<file path="src/rtl/gcf_class_table.sv">
// ----------------------------------------------------------------------------
// gcf_class_table
// Per-class pointer memory (head, tail, fill) with registered read data.
// An entry never written reads as zero.
// ----------------------------------------------------------------------------
module gcf_class_table #(
    parameter int NUM_CLASSES = 4,
    parameter int CW          = 2,
    parameter int ENTRY_W     = 25
) (
    input  logic               i_clk,
    input  logic               i_rst_n,
    input  logic [CW-1:0]      i_rd_addr,
    input  logic               i_rd_en,
    input  logic               i_wr_en,
    input  logic [CW-1:0]      i_wr_addr,
    input  logic [ENTRY_W-1:0] i_wr_data,
    output logic [ENTRY_W-1:0] o_rd_data
);

    logic [ENTRY_W-1:0]     r_mem [NUM_CLASSES];
    logic [NUM_CLASSES-1:0] r_vld;
    logic [ENTRY_W-1:0]     r_rd_data;
    logic                   r_rd_vld;

    always_ff @(posedge i_clk) begin
        if (i_wr_en) begin
            r_mem[i_wr_addr] <= i_wr_data;
        end
        if (i_rd_en) begin
            r_rd_data <= r_mem[i_rd_addr];
        end
    end

    always_ff @(posedge i_clk) begin
        if (!i_rst_n) begin
            r_vld    <= '0;
            r_rd_vld <= 1'b0;
        end else begin
            if (i_wr_en) begin
                r_vld[i_wr_addr] <= 1'b1;
            end
            if (i_rd_en) begin
                r_rd_vld <= r_vld[i_rd_addr];
            end
        end
    end

    assign o_rd_data = r_rd_vld ? r_rd_data : '0;

endmodule

</file>
<file path="config.mk">
export PLATFORM = sky130hd
export DESIGN_NAME = gcf_class_table
export DESIGN_NICKNAME = d
export VERILOG_FILES = /design/src/rtl/gcf_class_table.sv
export SDC_FILE = /design/constraint.sdc
export NUM_CORES = 1
export LEC_CHECK = 0
export BUFFER_PORTS_ARGS = -buffer_cell sky130_fd_sc_hd__buf_2
export CORE_MARGIN = 4
export CORE_UTILIZATION = 55
export DETAILED_ROUTE_END_ITERATION = 10
export PLACE_DENSITY = 0.84
export SYNTH_ARGS = -nofsm -noshare
export SYNTH_HDL_FRONTEND = slang
export SYNTH_SLANG_ARGS = --single-unit
</file>
<file path="constraint.sdc">
create_clock -name i_clk -period 3.05 [get_ports i_clk]
set_input_delay 0.305 -clock i_clk [delete_from_list [all_inputs] [get_ports i_clk]]
set_output_delay 0.305 -clock i_clk [all_outputs]
set_load 0.005 [all_outputs]
</file>
== Word level (Yosys, flattened, before mapping) ==
Memory sizes are Yosys's and may differ from the RTL's. A register that Yosys moved wholly into a read port is not among the register bits.
Index checks and enable logic that the tools add are counted.
Storage, ports and cells
  register bits after elaboration: 5
  memory bits (writable): 100
  bits of input ports: 33
  output and inout bits: 25
  logic and storage cells: 15
  memories kept: 1
Cells by class
  $lt $le $gt $ge: 3
  muxes and demuxes: 7
  bitwise operators: 1
  reductions and logical operators: 1
Memory list
  r_mem: depth 4, width 25, rd ports 1, clocked after Yosys merged registers in 1, wr ports 1, line 21  | logic [ENTRY_W-1:0] r_mem [NUM_CLASSES];
Operator list (number)
  $mux 25: 1
  $lt 2x3->1 const B: 2
  $mux 1: 4
  $or 4x4->4: 1
  $bmux 1 s2: 1
  $demux 1 s2: 1
  $ge 2x1->1 const B: 1
  $logic_and 1x1->1: 1

== Logic depth before layout (Yosys ltp) ==
  word-level depth: 5
  mapped depth: 4
  mapped depth without buffers: 2

== Worst setup path before layout ==
No wires, ideal clock.
  path type: in2reg
  start: input i_wr_addr[0]
  end: memory r_mem[0][0], enable pin
  library setup time: 0.447 ns
  data arrival time: 2.259 ns
  setup slack: 0.344 ns
  stages: 1
  buffers on the path: 0
  cells stage by stage: nor3b_1
RTL lines
  start, declared: line 16  | input logic [CW-1:0] i_wr_addr,
  end, declared: line 21
Straight into the memory's write port.

== Worst setup path after layout ==
  start: register r_rd_vld
  end: output o_rd_data[24]
Between the ends
  word-level cells in the longest chain between the ends: 1
RTL lines
  start, declared: line 24  | logic r_rd_vld;
  start signal, assigned: line 44  | r_rd_vld <= r_vld[i_rd_addr];
  $mux 25: line 49  | assign o_rd_data = r_rd_vld ? r_rd_data : '0;
  end, declared: line 18  | output logic [ENTRY_W-1:0] o_rd_data
No other way between the ends.

==> metrics.csv <==
stage,metric,value,unit
power,Logic pwr share,4.0,%
synthesis,synth top area cells,"edfxtp_1 (78%), mux4_2 (8.5%), mux4_1 (3.8%)",
timing,RSZ-0062 raised after global routing,false,
setup_path,"Worst Path Class, Setup",flop to primary output,
route,post-route ant nets,0,
min_path,HP Class,primary input to flop,
setup_path,Worst path max stage delay,820,ps
setup_path,Critical Path AT,1720,ps
setup_path,cells along the critical path,"and2_1, buf_2",
grt,initial antenna violation count,0,
synthesis,fraction of registers with async set or reset after synthesis,0,%
min_path,hold endpoint,r_mem[1][4]$_DFFE_PP_,
clock_tree,clk slew on worst S/H paths,60,ps
grt,largest net degree at the start of global routing,29,
route,DRT Wirelength,8580,um
timing,Slew HR,43.5,%
clock_tree,# resized after CTS,0,
synthesis,Yosys Warn Count,0,
floorplan,core area,8340,um^2
setup_path,reg2reg end,r_rd_vld$_SDFFE_PN0P_,
setup_path,CP max-delay cell,dfxtp_1,
synthesis,"FF+latch count, synth",130,
power,leakage power figure,0.00213,uW
timing,Worst Tran Pin Value,847,ps
clock_tree,CTS tree,built,
placement,Post-Place Cell Area,5160,um^2
setup_path,Critical Path Sink Type,primary output,
flow_run,Max-Cap Viols,0,
placement,IO Port Bufs,57,
final_layout,design area,5870,um^2
grt,first-pass GRT wire length,13700,um
synthesis,"Net Count, Synth",235,
route,vias,2274,
route,# DRC,0,
timing,fmax,495,MHz
clock_tree,H-tree depth,4,
setup_path,CP startpoint kind,flop,
setup_path,FF-to-FF path depth,2,
final_layout,ANT cells,0,
placement,RePlAce Congestion,0.686,
synthesis,Most used DFF post-synth,edfxtp_1,
floorplan,die area,10300,um^2
setup_path,flop-to-flop setup slack,1840,ps
route,DRT iter0 DRCs,122,
final_layout,"Area growth, synth to finish",22.7,%
grt,gr usage total,18.8,%
clock_tree,CTS Buf Count,17,
power,Peak VDD IR,0.602,mV
power,Switching Fraction,19.5,%
clock_tree,Clock Path Buffers,2,
floorplan,num ports,58,
final_layout,final net count,317,
setup_path,"CP delay by family, top",flip-flops,
synthesis,Netlist cell types,17,
timing,setup total negative slack,0,ps
floorplan,Initial Utilization,57.4,%
timing,minimum clock period,2020,ps
grt,vias in the first global route,2496,
timing,period utilization,66.3,%
grt,global route overflow,0,
clock_tree,worst skew pair latency,500,ps
synthesis,mapped cell area,4780,um^2
power,Power Density,735,nW/um^2
floorplan,Die Y,101,um
min_path,hold path cells,1,
synthesis,Yosys top cell area share,78.5,%
setup_path,critical path depth,2,
final_layout,share of layout cells above drive strength 1,37.0,%
synthesis,"area leader, netlist",edfxtp_1,
timing,"Hold Vio Cnt, Final",0,
synthesis,"top cells by count, synth","edfxtp_1 (125), and2_1 (25), mux4_2 (18)",
outcome,outcome,finished clean,
route,routed vias/inst,5.66,
min_path,hold_sp,i_wr_data[4],
timing,Setup Viol. Count Final,0,
synthesis,number of synthesized flops with an enable pin,125,
power,Clock power frac,47.5,%
power,Net Switching,843,uW
setup_path,CP bufs+invs,1,
synthesis,top-count cell post-synth,edfxtp_1,
power,internal cell power,3470,uW
clock_tree,CTS root buf,clkbuf_8,
setup_path,Worst Path Required,2740,ps
synthesis,"Avg Cell Area, Syn",23.7,um^2
setup_path,worst r2r src,r_rd_vld$_SDFFE_PN0P_,
route,wire length per cell,21.3,um
timing,Clock Skew,7.83,ps
synthesis,"Seq/Total Area, Yosys",80.6,%
route,Pre-antenna DRT Iters,4,
setup_path,worst-path maximum fanout,26,
timing,Final Max Slew Viols,0,
synthesis,synthesized instance count,202,
clock_tree,CTS Sinks,130,
floorplan,Rows,33,
power,Reg power frac,48.6,%
floorplan,Die X,101,um
-- power groups by stage --
stage,combinational [uW],sequential (uW),clock [uW]
global placement,153,2120,0
global route,189,2100,2170
CTS,174,2100,2070
finish,172,2100,2050
floorplan,99.4,2120,0
detailed placement,162,2130,0
-- sequential cells by signal (all words and copies together) (netlist names) --
register and count:
r_mem 100, r_vld 4, r_rd_vld 1, r_rd_data 25
-- stage by stage --
stage | utilization [%] | power [uW] | hold WS (ps) | instances | worst slack, ps
6_report | 70.3 | 4310 | 23.4 | 402 | 1030
5_1_grt | 70.3 | 4470 | 2.32 | 402 | 821
4_1_cts | 70.2 | 4340 | 0.835 | 401 | 930
3_5_place_dp | 61.9 | 2290 | 462 | 360 | 1120
3_3_place_gp | 61.9 | 2280 | 447 | 360 | 1150
2_1_floorplan | - | 2220 | 404 | 202 | 344
-- kinds of logic after synthesis --
logic type / after synthesis / share of synthesized area (%)
mux: 27 / 12.7
flops: 130 / 80.6
compound gates: 5 / 0.811
buf+inv: 8 / 1.54
simple gates: 32 / 4.34
-- repair_timing --
action | CTS | global route
hold buffers | 9 | 1
endpoints found under the hold margin | 34 | 4
setup buffers | 0 | 0
-- routing by layer --
| layer | share of wire (%) | vias to the layer above | global-route usage [%] |
|---|---|---|---|
| li1 | - | 1006 | - |
| met1 | 39 | 1157 | 22.2 |
| met2 | 53 | 91 | 31.1 |
| met3 | 5.7 | 20 | 6.75 |
| met4 | 2.4 | 0 | 8.38 |
| met5 | 0 | - | 0 |
-- area by class of cell --
| cell class | instances | area (um^2) |
|---|---|---|
| clock buffers | 17 | 414 |
| clock inverters | 15 | 191 |
| fillers | 498 | 2470 |
| multi-input cells | 64 | 861 |
| flip-flops and latches | 130 | 3850 |
| well taps | 105 | 131 |
| repair buffers | 71 | 415 |
-- layout by cell type (no fill, tap or decap) --
| master | n |
|---|---|
| edfxtp_1 | 125 |
| dfxtp_1 | 5 |
| buf_2 | 57 |
| clkbuf_8 | 1 |
| nor3b_2 | 1 |
| mux4_1 | 7 |
| and2_1 | 25 |
| clkbuf_16 | 16 |
| clkinv_4 | 3 |
| nand3b_1 | 2 |
| and3b_1 | 2 |
| clkinv_2 | 3 |
| nand3_1 | 1 |
| mux2i_1 | 2 |
| o21a_1 | 4 |
| o221ai_1 | 1 |
| mux4_2 | 18 |
| clkinvlp_4 | 3 |
| buf_4 | 4 |
| bufinv_16 | 4 |
| and3_1 | 1 |
| clkinv_1 | 2 |
| dlygate4sd3_1 | 10 |
-- how the worst max path moves through the flow --
stage	slack, ps	to	start
floorplan	340	r_mem[0][0]$_DFFE_PP_	i_wr_addr[0]
global placement	1150	r_rd_data[3]$_DFFE_PP_	i_rd_addr[0]
detailed placement	1120	r_rd_data[5]$_DFFE_PP_	i_rd_addr[0]
CTS	930	o_rd_data[24]	r_rd_vld$_SDFFE_PN0P_
global route	820	o_rd_data[24]	r_rd_vld$_SDFFE_PN0P_
finish	1030	o_rd_data[24]	r_rd_vld$_SDFFE_PN0P_
Note: power is estimated with default switching activity, not from simulation.
