**src/rtl/gcf_pkg.sv**
```systemverilog
// ----------------------------------------------------------------------------
// gcf_pkg
// Types and codes shared by the grouped class FIFO modules.
// ----------------------------------------------------------------------------
package gcf_pkg;

    localparam int CLASS_W  = 2;
    localparam int MEMBER_W = 16;
    localparam int STATUS_W = 2;

    localparam logic FUNC_ENQ = 1'b0;
    localparam logic FUNC_DEQ = 1'b1;

    localparam logic [STATUS_W-1:0] STAT_OK    = 2'd0;
    localparam logic [STATUS_W-1:0] STAT_EMPTY = 2'd1;
    localparam logic [STATUS_W-1:0] STAT_FULL  = 2'd2;

    typedef struct packed {
        logic                func;
        logic [CLASS_W-1:0]  class_id;
        logic [MEMBER_W-1:0] member_id;
    } t_in_item;

    typedef struct packed {
        logic [CLASS_W-1:0]  out_class;
        logic [MEMBER_W-1:0] out_member;
        logic [STATUS_W-1:0] status;
    } t_out_item;

    typedef struct packed {
        logic push;
        logic pop;
    } t_order_cmd;

    typedef enum logic {
        ST_IDLE,
        ST_UPDATE
    } t_state;

endpackage

```
**src/rtl/gcf_order_list.sv**
```systemverilog
// ----------------------------------------------------------------------------
// gcf_order_list
// Service order of non-empty classes: append into the first free slot,
// pop the front slot and shift the rest forward.
// ----------------------------------------------------------------------------
module gcf_order_list #(
    parameter int NUM_CLASSES = 4,
    parameter int CW          = 2
) (
    input  logic                i_clk,
    input  logic                i_rst_n,
    input  gcf_pkg::t_order_cmd i_cmd,
    input  logic [CW-1:0]       i_push_cls,
    output logic [CW-1:0]       o_head_cls,
    output logic                o_head_vld
);

    logic [CW-1:0]          r_cls [NUM_CLASSES];
    logic [CW-1:0]          n_cls [NUM_CLASSES];
    logic [NUM_CLASSES-1:0] r_vld;
    logic [NUM_CLASSES-1:0] n_vld;
    logic                   found;

    always_comb begin
        n_cls = r_cls;
        n_vld = r_vld;
        found = 1'b0;
        if (i_cmd.pop) begin
            for (int s = 0; s < NUM_CLASSES - 1; s++) begin
                n_cls[s] = r_cls[s+1];
                n_vld[s] = r_vld[s+1];
            end
            n_cls[NUM_CLASSES-1] = '0;
            n_vld[NUM_CLASSES-1] = 1'b0;
        end else if (i_cmd.push) begin
            for (int s = 0; s < NUM_CLASSES; s++) begin
                if (!found && !r_vld[s]) begin
                    n_vld[s] = 1'b1;
                    n_cls[s] = i_push_cls;
                    found    = 1'b1;
                end
            end
        end
    end

    always_ff @(posedge i_clk) begin
        r_cls <= n_cls;
    end

    always_ff @(posedge i_clk) begin
        if (!i_rst_n) begin
            r_vld <= '0;
        end else begin
            r_vld <= n_vld;
        end
    end

    assign o_head_cls = r_cls[0];
    assign o_head_vld = r_vld[0];

endmodule

```
**config.mk**
```make
export PLATFORM = sky130hd
export DESIGN_NAME = gcf_order_list
export DESIGN_NICKNAME = d
export VERILOG_FILES = /design/src/rtl/gcf_pkg.sv /design/src/rtl/gcf_order_list.sv
export SDC_FILE = /design/constraint.sdc
export NUM_CORES = 1
export LEC_CHECK = 0
export BUFFER_PORTS_ARGS = -buffer_cell sky130_fd_sc_hd__buf_2
export CAP_MARGIN = 0
export CORE_AREA = 2 2 39 41
export DETAILED_ROUTE_END_ITERATION = 10
export DIE_AREA = 0 0 41 43
export PLACE_DENSITY = 0.65
export SLEW_MARGIN = 0
export SYNTH_ARGS = -nofsm -noshare
export SYNTH_HDL_FRONTEND = slang
export SYNTH_SLANG_ARGS = --single-unit
```
**constraint.sdc**
```tcl
create_clock -name i_clk -period 1.05 [get_ports i_clk]
set_clock_uncertainty 0.05 [all_clocks]
set_input_delay 0.21 -clock i_clk [delete_from_list [all_inputs] [get_ports i_clk]]
set_output_delay 0.21 -clock i_clk [all_outputs]
set_load 0.005 [all_outputs]
```
# --- Word level (Yosys, flattened, before mapping) ---
# Index checks and enable logic that the tools add are counted.
# Widths: inputs -> output; s select.
op_classes:
  bitwise: 1
  magnitude_cmp: 0
  div: 0
  n_reduce_logical: 17
  addsub: 0
  n_eq_ne: 1
  n_shift: 0
  n_mux: 19
  mul: 0
op_table:
  columns: ["op", "n"]
  rows:
  - ["$mux 8", 2]
  - ["$mux 1", 11]
  - ["$mux 2", 4]
  - ["$reduce_and 2->1", 4]
  - ["$logic_not 1->1", 6]
  - ["$mux 3", 2]
  - ["$reduce_bool 2->1", 3]
  - ["$logic_and 1x1->1", 3]
  - ["$ne 2x2->1 const B", 1]
  - ["$reduce_or 2->1", 1]
  - ["$not 1->1", 1]
totals:
  romBits: 0
  mem_count: 0
  ramBits: 0
  output_inout_bits: 3
  reg_bits: 12
  latchBits: 0
  word_cells: 46
  in_bits: 6

# --- Depth between registers and ports, before layout ---
# Gate-level depths: netlist of the first run.
logic_depth:
  ltp_word: 18
  depth_mapped: 5
  mapped_depth_nobuf: 3

# --- Least setup slack after synthesis of the first run ---
# Ideal clock, no wire load.
synth_timing:
  path_type: "register -> register"
  startpoint: "register r_vld[0]"
  endpoint: "register r_cls[2] (netlist name), enable pin"
  path_buffers: 0
  t_arrival_ps: 765
  t_required_ps: 673
  setup_slack_ps: -93
  setup_time_ps: 327
  synth_period_minus_slack_ps: 1143
  stages_incl_launch_ff: 3
  path_cell_list: "dfxtp_1 -> nand3_2 -> o21ai_0"
synth_between:
  elab_chain_cells: 12
synth_rtl:
  columns: ["item", "line_no", "source"]
  rows:
  - ["from (decl)", "gcf_order_list.sv:20", "logic [NUM_CLASSES-1:0] r_vld;"]
  - ["from (signal assigned)", "gcf_order_list.sv:54", "r_vld <= n_vld;"]
  - ["$mux 1 (*)", "gcf_order_list.sv:37", "if (!found && !r_vld[s]) begin"]
  - ["$mux 1 (*)", "gcf_order_list.sv:35", "end else if (i_cmd.push) begin"]
  - ["$mux 1 (*)", "gcf_order_list.sv:28", "if (i_cmd.pop) begin"]
  - ["$logic_not 1->1", "gcf_order_list.sv:37", null]
  - ["$logic_and 1x1->1", "gcf_order_list.sv:37", null]
  - ["$mux 1 (*)", "gcf_order_list.sv:37", null]
  - ["$mux 1 (*)", "gcf_order_list.sv:35", null]
  - ["$mux 1 (*)", "gcf_order_list.sv:28", null]
  - ["$logic_not 1->1 (*)", "gcf_order_list.sv:37", null]
  - ["$logic_and 1x1->1 (*)", "gcf_order_list.sv:37", null]
  - ["$reduce_bool 2->1 (no line) (*)", null, null]
  - ["$reduce_and 2->1 (no line) (*)", null, null]
  - ["to (signal assigned)", "gcf_order_list.sv:47", "r_cls <= n_cls;"]
  - ["to (decl)", "gcf_order_list.sv:18", "logic [CW-1:0] r_cls [NUM_CLASSES];"]
# Mark *: on every way between the ends. The rest lies on a longest branch, timed or not. The select of a mux whose other input is x is not followed.
# A chain may end at the register's enable or synchronous reset.

# --- Final worst setup path of the first run ---
layout_timing:
  startpoint: "register r_vld[0]"
  endpoint: "output o_head_vld"
layout_lines:
  columns: ["item", "line_no", "source"]
  rows:
  - ["to (decl)", "gcf_order_list.sv:15", "output logic o_head_vld"]
# No word-level cell between the ends.

==> summary.txt, run 1 <==
Global route
  – Initial antenna violation count: 0
  – GRT Total Usage: 14.0%
  – Final global-route overflow total: 0
  – Vias in the first global route: 384
  – Largest net degree at the start of global routing: 8
  – First-pass GRT wire length: 1640 um

Worst setup path
  – Crit-path most repeated cell: buf_6
  – Critical Path End Type: primary output
  – Worst path bufs/invs: 2
  – Max FO, Critical Path: 6
  – FF-to-FF path depth: 3
  – R2r endpoint: r_cls[0]
  – Critical path depth: 2
  – Critical path's largest stage delay: 370 ps
  – CP Class: reg -> out
  – Crit-path cells: buf_6, buf_6
  – R2r startpoint: r_vld[1]
  – CP arrival: 850 ps
  – Critical Path Start Type: flop
  – R2R Setup Slk: 10 ps
  – Slowest cell on crit path: dfxtp_4
  – CP required: 790 ps
  – Delay-heaviest family, CP: flip-flops

Synthesis
  – Register bit total from synthesis: 12
  – Number of synthesized flops with an enable pin: 6
  – Distinct cells, synth: 18
  – Syn_area_per_cell: 9.85 um2
  – Simple-gate share of the synthesized area: 23.5%
  – Syn Nets: 60
  – Ys Warns: 0
  – Share of flip-flops with an asynchronous set or reset: 0%
  – Yosys top cell area share: 33.9%
  – Adder-cell share of the synthesized area: 0%
  – Post-Synthesis Cells: 54
  – Post-synthesis compound-gate area fraction: 9.65%
  – Largest family of logic cells by synthesized area: simple AND/OR/NAND/NOR gates
  – Synth Area in XOR/XNOR: 0%
  – Post-Syn Area: 532 um2
  – Top_reg_cell synth: edfxtp_1
  – Sequential share of the synthesized area: 56.5%
  – Mux contribution to synthesized area: 3.76%
  – Area contributors post-synth: edfxtp_1, dfxtp_1, nand2_1
  – Post-synth top area cell: edfxtp_1

Route
  – DR iter-0 viols: 13
  – DR vias: 407
  – ANT nets after route: 0
  – WL final: 958 um
  – DR DRC count: 0
  – Vias/cell: 4.73
  – First-pass detailed-route iteration total: 4
  – Avg WL per Cell: 11.1 um

Clocking
  – Worst-path clk slew: 70 ps
  – Cts bufs inserted: 3
  – Clock Sinks: 12
  – Number of post-CTS setup repair buffers: 0
  – Clk buf depth: 2
  – Clock root buffer: clkbuf_4
  – Later-pin clock latency in the skew report: 260 ps
  – CTS tree: done
  – Hold_buf cts: 0
  – H-tree Lvls: 1

Die
  – I/O pins: 9
  – Core area: 1380 um2
  – Starting density of the core: 38.4%
  – Row cnt: 14
  – Die footprint: 1760 um2
  – Die Width: 41 um
  – Die H: 43 um

Timing
  – Setup Viol. Count Final: 1
  – Tcrit/Tclk final: 106%
  – Relative slew slack: 86.3%
  – F_max: 903 MHz
  – Final Hold Fails: 0
  – RSZ-0062 raised after global routing: true
  – Final Slew Violations: 0
  – Minimum clock period: 1110 ps
  – Slew @ Worst Pin: 205 ps
  – Min setup slack post-route: -57.8 ps

Finish
  – Layout fillers: 129
  – Layout cell share with drive strength beyond 1: 37.1%
  – # diodes: 0
  – Area growth syn-to-layout: 28.0%
  – Final net count: 77
  – Final Non-Filler Cells: 86

Power and ir drop
  – Leakage dissipation: 0.311 nW
  – Comb pwr share: 12.0%
  – Part of the power in registers: 57.2%
  – Pint: 728 uW
  – PwrDens: 1380 nW/um2
  – VDD IR max: 0.555 mV
  – Switching part of the total: 22.8%
  – Clock share of power: 30.9%
  – Psw: 215 uW

Job
  – Number of max-cap violations: 0

Placed design
  – Global placement routability congestion: 0.811
  – Post-DP HPWL: 742 um
  – PortBufs: 8
  – Worst slack, placed: -74.5 ps
  – Placed cells: 82

Min path
  – HP Class: in -> reg
  – Hold Startpoint: i_push_cls[1]
  – Hold Path Depth: 3
  – Hold endpoint: r_cls[1]

Run status
  – Status: finished with violations
  – Failing checks: negative setup slack
[registers in the layout (all words and copies together) (netlist names)]
signal and flops:
r_cls 6, r_vld 4, o_head_cls 2
[stage by stage]
step                util (%)  TNS [ps]  power (mW)  instance area, um2  hold slack [ps]
floorplan                  -     -23.7       0.602                 536              296
global placement        45.4      -131       0.650                 628              400
detailed placement      45.4      -351       0.652                 628              399
CTS                     48.3     -93.6       0.952                 668              144
global route            49.2      -214       0.994                 681              160
finish                  49.2     -57.8       0.942                 681              154
[worst register-to-register path, cell delays in order, from the launching register on]
cell     delay [ps]
dfxtp_2         380
nand3_4         110
nor3b_4         250
mux2i_1         200
[synthesized netlist by cell type (2+ instances only)]
master,instances
nand2_1,19
dfxtp_1,6
edfxtp_1,6
o21ai_0,4
buf_4,3
inv_1,2
mux2i_1,2
nor2_1,2
[per-layer routing]
layer  up-vias  share of wire (%)  track usage [%]  wire (um)
met1       177                 45             18.6        430
met5         -                  0                0          0
met3         2                4.8             4.71         46
met2        13                 49             20.0        471
li1        215                  -                -          -
met4         0                1.0             6.00         10
[cell type report]
| class | count | area [um2] | area share (%) |
|---|---|---|---|
| Clock buffer | 4 | 26.3 | 3.86 |
| Inverter | 2 | 7.51 | 1.10 |
| Multi-Input combinational cell | 36 | 211 | 31.1 |
| Sequential cell | 12 | 305 | 44.9 |
| Tap cell | 16 | 20.0 | 2.94 |
| Timing Repair Buffer | 16 | 110 | 16.2 |
[power groups by stage]
stage | Clock (mW) | Combinational [mW] | Sequential, mW
3_5_place_dp | 0 | 0.105 | 0.547
2_1_floorplan | 0 | 0.0578 | 0.545
4_1_cts | 0.305 | 0.111 | 0.537
3_3_place_gp | 0 | 0.104 | 0.546
6_report | 0.291 | 0.113 | 0.539
5_1_grt | 0.323 | 0.128 | 0.543
[how the worst max path moves through the flow]
| stage | to | startpoint |
|---|---|---|
| after floorplan | r_cls[0] | r_vld[0] |
| after global placement | r_cls[0] | r_vld[0] |
| after detailed placement | r_cls[1] | r_vld[0] |
| after CTS | o_head_vld | r_vld[0] |
| after global routing | o_head_vld | r_vld[0] |
| final | o_head_vld | r_vld[0] |
[layout by cell type (no fill, tap or decap)]
| master | instances |
|---|---|
| mux2i_1 | 2 |
| buf_6 | 2 |
| clkbuf_4 | 3 |
| dfxtp_2 | 1 |
| edfxtp_1 | 6 |
| inv_1 | 2 |
| o21ai_0 | 3 |
| nor3b_4 | 1 |
| buf_4 | 7 |
| dfxtp_1 | 4 |
| clkbuf_1 | 1 |
| nor2_1 | 2 |
| nand2_1 | 19 |
| a41o_1 | 1 |
| o21ai_2 | 2 |
| o221a_2 | 1 |
| nor3_1 | 1 |
| a21oi_1 | 1 |
| nor2b_1 | 1 |
| buf_2 | 7 |
| nand3_4 | 1 |
| and3_1 | 1 |
| dfxtp_4 | 1 |
[logic make-up (layout without fill, tap and decap cells)]
logic type / count (synthesis) / count (layout)
simple gates: 26 / 26
flops: 12 / 12
compound gates: 8 / 8
buf+inv: 6 / 22
mux: 2 / 2
[what timing repair did]
| action | CTS | global route |
|---|---|---|
| pin swaps | 0 | 3 |
| resized for setup | 4 | 3 |
| setup endpoints to repair | 8 | 13 |
Note: power is estimated with default switching activity, not from simulation.
==> run 2: changes to the inputs <==
--- a/config.mk
+++ b/config.mk
@@ -8,6 +8,7 @@
 export BUFFER_PORTS_ARGS = -buffer_cell sky130_fd_sc_hd__buf_2
 export CAP_MARGIN = 0
 export CORE_AREA = 2 2 39 41
+export CTS_BUF_LIST = sky130_fd_sc_hd__clkbuf_16
 export DETAILED_ROUTE_END_ITERATION = 10
 export DIE_AREA = 0 0 41 43
 export PLACE_DENSITY = 0.65
==> run 2 against run 1 <==
The run still ends with negative setup slack left. Clock power rose by 140%. Worst setup slack better by 32 ps. Global-route usage grew 2.0 points. Register-to-register slack is essentially flat. Design area is 7.7% higher. Final cell count unchanged. Sequential cell count unchanged. Utilization grew 3.8 points. Non-clock buffer count stayed put. Combinational power barely moved. Largest cell class unchanged.
==> summary.txt, run 2 (synthesized netlist as in run 1, its figures left out) <==
Timing
  – Hold_ws: 183 ps
  – Setup Viol. Count Final: 1
  – Minimum clock period: 1080 ps
  – Slew @ Worst Pin: 203 ps
  – Min setup slack post-route: -25.7 ps
  – RSZ-0062 raised after global routing: true
  – Relative slew slack: 86.4%
  – F_max: 930 MHz
  – Final Slew Violations: 0
  – Final Hold Fails: 0
  – Tcrit/Tclk final: 102%

Die
  – Die footprint: 1760 um2
  – Starting density of the core: 38.4%
  – Row cnt: 14
  – Core area: 1380 um2
  – Die Width: 41 um
  – Die H: 43 um
  – I/O pins: 9

Finish
  – Largest Register: r_cls
  – Post-route cell area: 733 um2
  – Core Util, Final: 53.0%
  – Commonest non-fill, non-tap cell in the layout: nand2_1
  – Max reg flops: 6
  – Area growth syn-to-layout: 37.9%
  – Final net count: 77
  – # diodes: 0
  – Final Non-Filler Cells: 86
  – Layout cell share with drive strength beyond 1: 37.1%
  – Most frequent cells in the layout: nand2_1, buf_2, buf_4, edfxtp_1, dfxtp_1

Worst setup path
  – Max FO, Critical Path: 6
  – Worst setup path startpoint: r_vld[0]
  – Delay-heaviest family, CP: flip-flops
  – Critical path's largest stage delay: 360 ps
  – CP required: 790 ps
  – Crit-path cells: buf_6, buf_6
  – Critical Path Start Type: flop
  – CP arrival: 820 ps
  – CP Class: reg -> out
  – Critical Path End Type: primary output
  – R2r startpoint: r_vld[1]
  – Worst path bufs/invs: 2
  – Crit-path most repeated cell: buf_6
  – R2R Setup Slk: 0 ps
  – Slowest cell on crit path: dfxtp_4

Clocking
  – Later-pin clock latency in the skew report: 240 ps
  – Worst-path clk slew: 40 ps
  – Clock root buffer: clkbuf_16
  – Clk buf depth: 2
  – Hold_buf cts: 0
  – H-tree Lvls: 1
  – CTS tree: done
  – Cts bufs inserted: 3
  – Clock Sinks: 12

Route
  – DR iter-0 viols: 4
  – DR DRC count: 0
  – WL final: 1040 um
  – First-pass detailed-route iteration total: 4
  – ANT nets after route: 0
  – DR vias: 411
  – Avg WL per Cell: 12.1 um
  – Vias/cell: 4.78

Global route
  – Initial antenna violation count: 0
  – Final global-route overflow total: 0
  – First-pass GRT wire length: 1700 um
  – Vias in the first global route: 385
  – GRT Total Usage: 16.0%
  – Largest net degree at the start of global routing: 8

Placed design
  – Placed Area: 628 um2
  – PortBufs: 8
  – Global placement routability congestion: 0.811
  – Post-DP HPWL: 742 um
  – Placed cells: 82

Run status
  – Failing checks: negative setup slack
  – Status: finished with violations

Power and ir drop
  – Leakage dissipation: 0.338 nW
  – VDD IR max: 0.838 mV
  – Final Power: 1.35 mW
  – PwrDens: 1840 nW/um2

Job
  – Number of max-cap violations: 0

Min path
  – HP Class: in -> reg
  – Hold Startpoint: i_push_cls[1]
## run 2: cell types whose count changed in the layout (fill, tap and decap cells not counted)
cell | previous run | this run
clkbuf_4 | 3 | 0
clkbuf_16 | 0 | 3
clkbuf_1 | 1 | 0
inv_1 | 2 | 3
## run 2: repair_timing
item / CTS / global route
gates resized for setup: 4 / 3
setup buffers: 0 / 0
endpoints found under the setup margin: 8 / 11
pin swaps: 0 / 3
## run 2: path summary, 6_finish.rpt
kind	endpoint	cells after the start
min reg2reg	r_cls[0]	2
max reg2reg	r_cls[0]	3
min	r_cls[1]	3
max	o_head_vld	2
## run 2: layout make-up
type / count / area [um2]
Sequential cell: 12 / 305
Tap cell: 16 / 20.0
Timing Repair Buffer: 16 / 110
Clock inverter: 1 / 3.75
Inverter: 2 / 7.51
Multi-Input combinational cell: 36 / 211
Fill cell: 124 / 651
Clock buffer: 3 / 75.1
## run 2: power breakdown
| group | internal (mW) | switching [mW] |
|---|---|---|
| logic | 0.0592 | 0.0541 |
| clock network | 0.500 | 0.195 |
| registers | 0.525 | 0.0182 |
| total | 1.08 | 0.268 |
## run 2: worst min-delay path, cell delays in order
cell,delay [ps]
buf_2,110
nand2_1,50
mux2i_1,50
## run 2: routing by layer
metal | wire, um | global-route usage [%]
met1 | 451 | 18.6
met3 | 53 | 7.85
met2 | 482 | 19.7
met4 | 51 | 16.0
met5 | 0 | 0
## run 2: per-stage QoR
| step | setup WS, ps | TNS (ps) |
|---|---|---|
| 2_1_floorplan | -11.8 | -23.7 |
| 6_report | -25.7 | -25.7 |
| 3_3_place_gp | -44.2 | -131 |
| 5_1_grt | -66.8 | -184 |
| 3_5_place_dp | -74.5 | -351 |
| 4_1_cts | -21.1 | -39.2 |
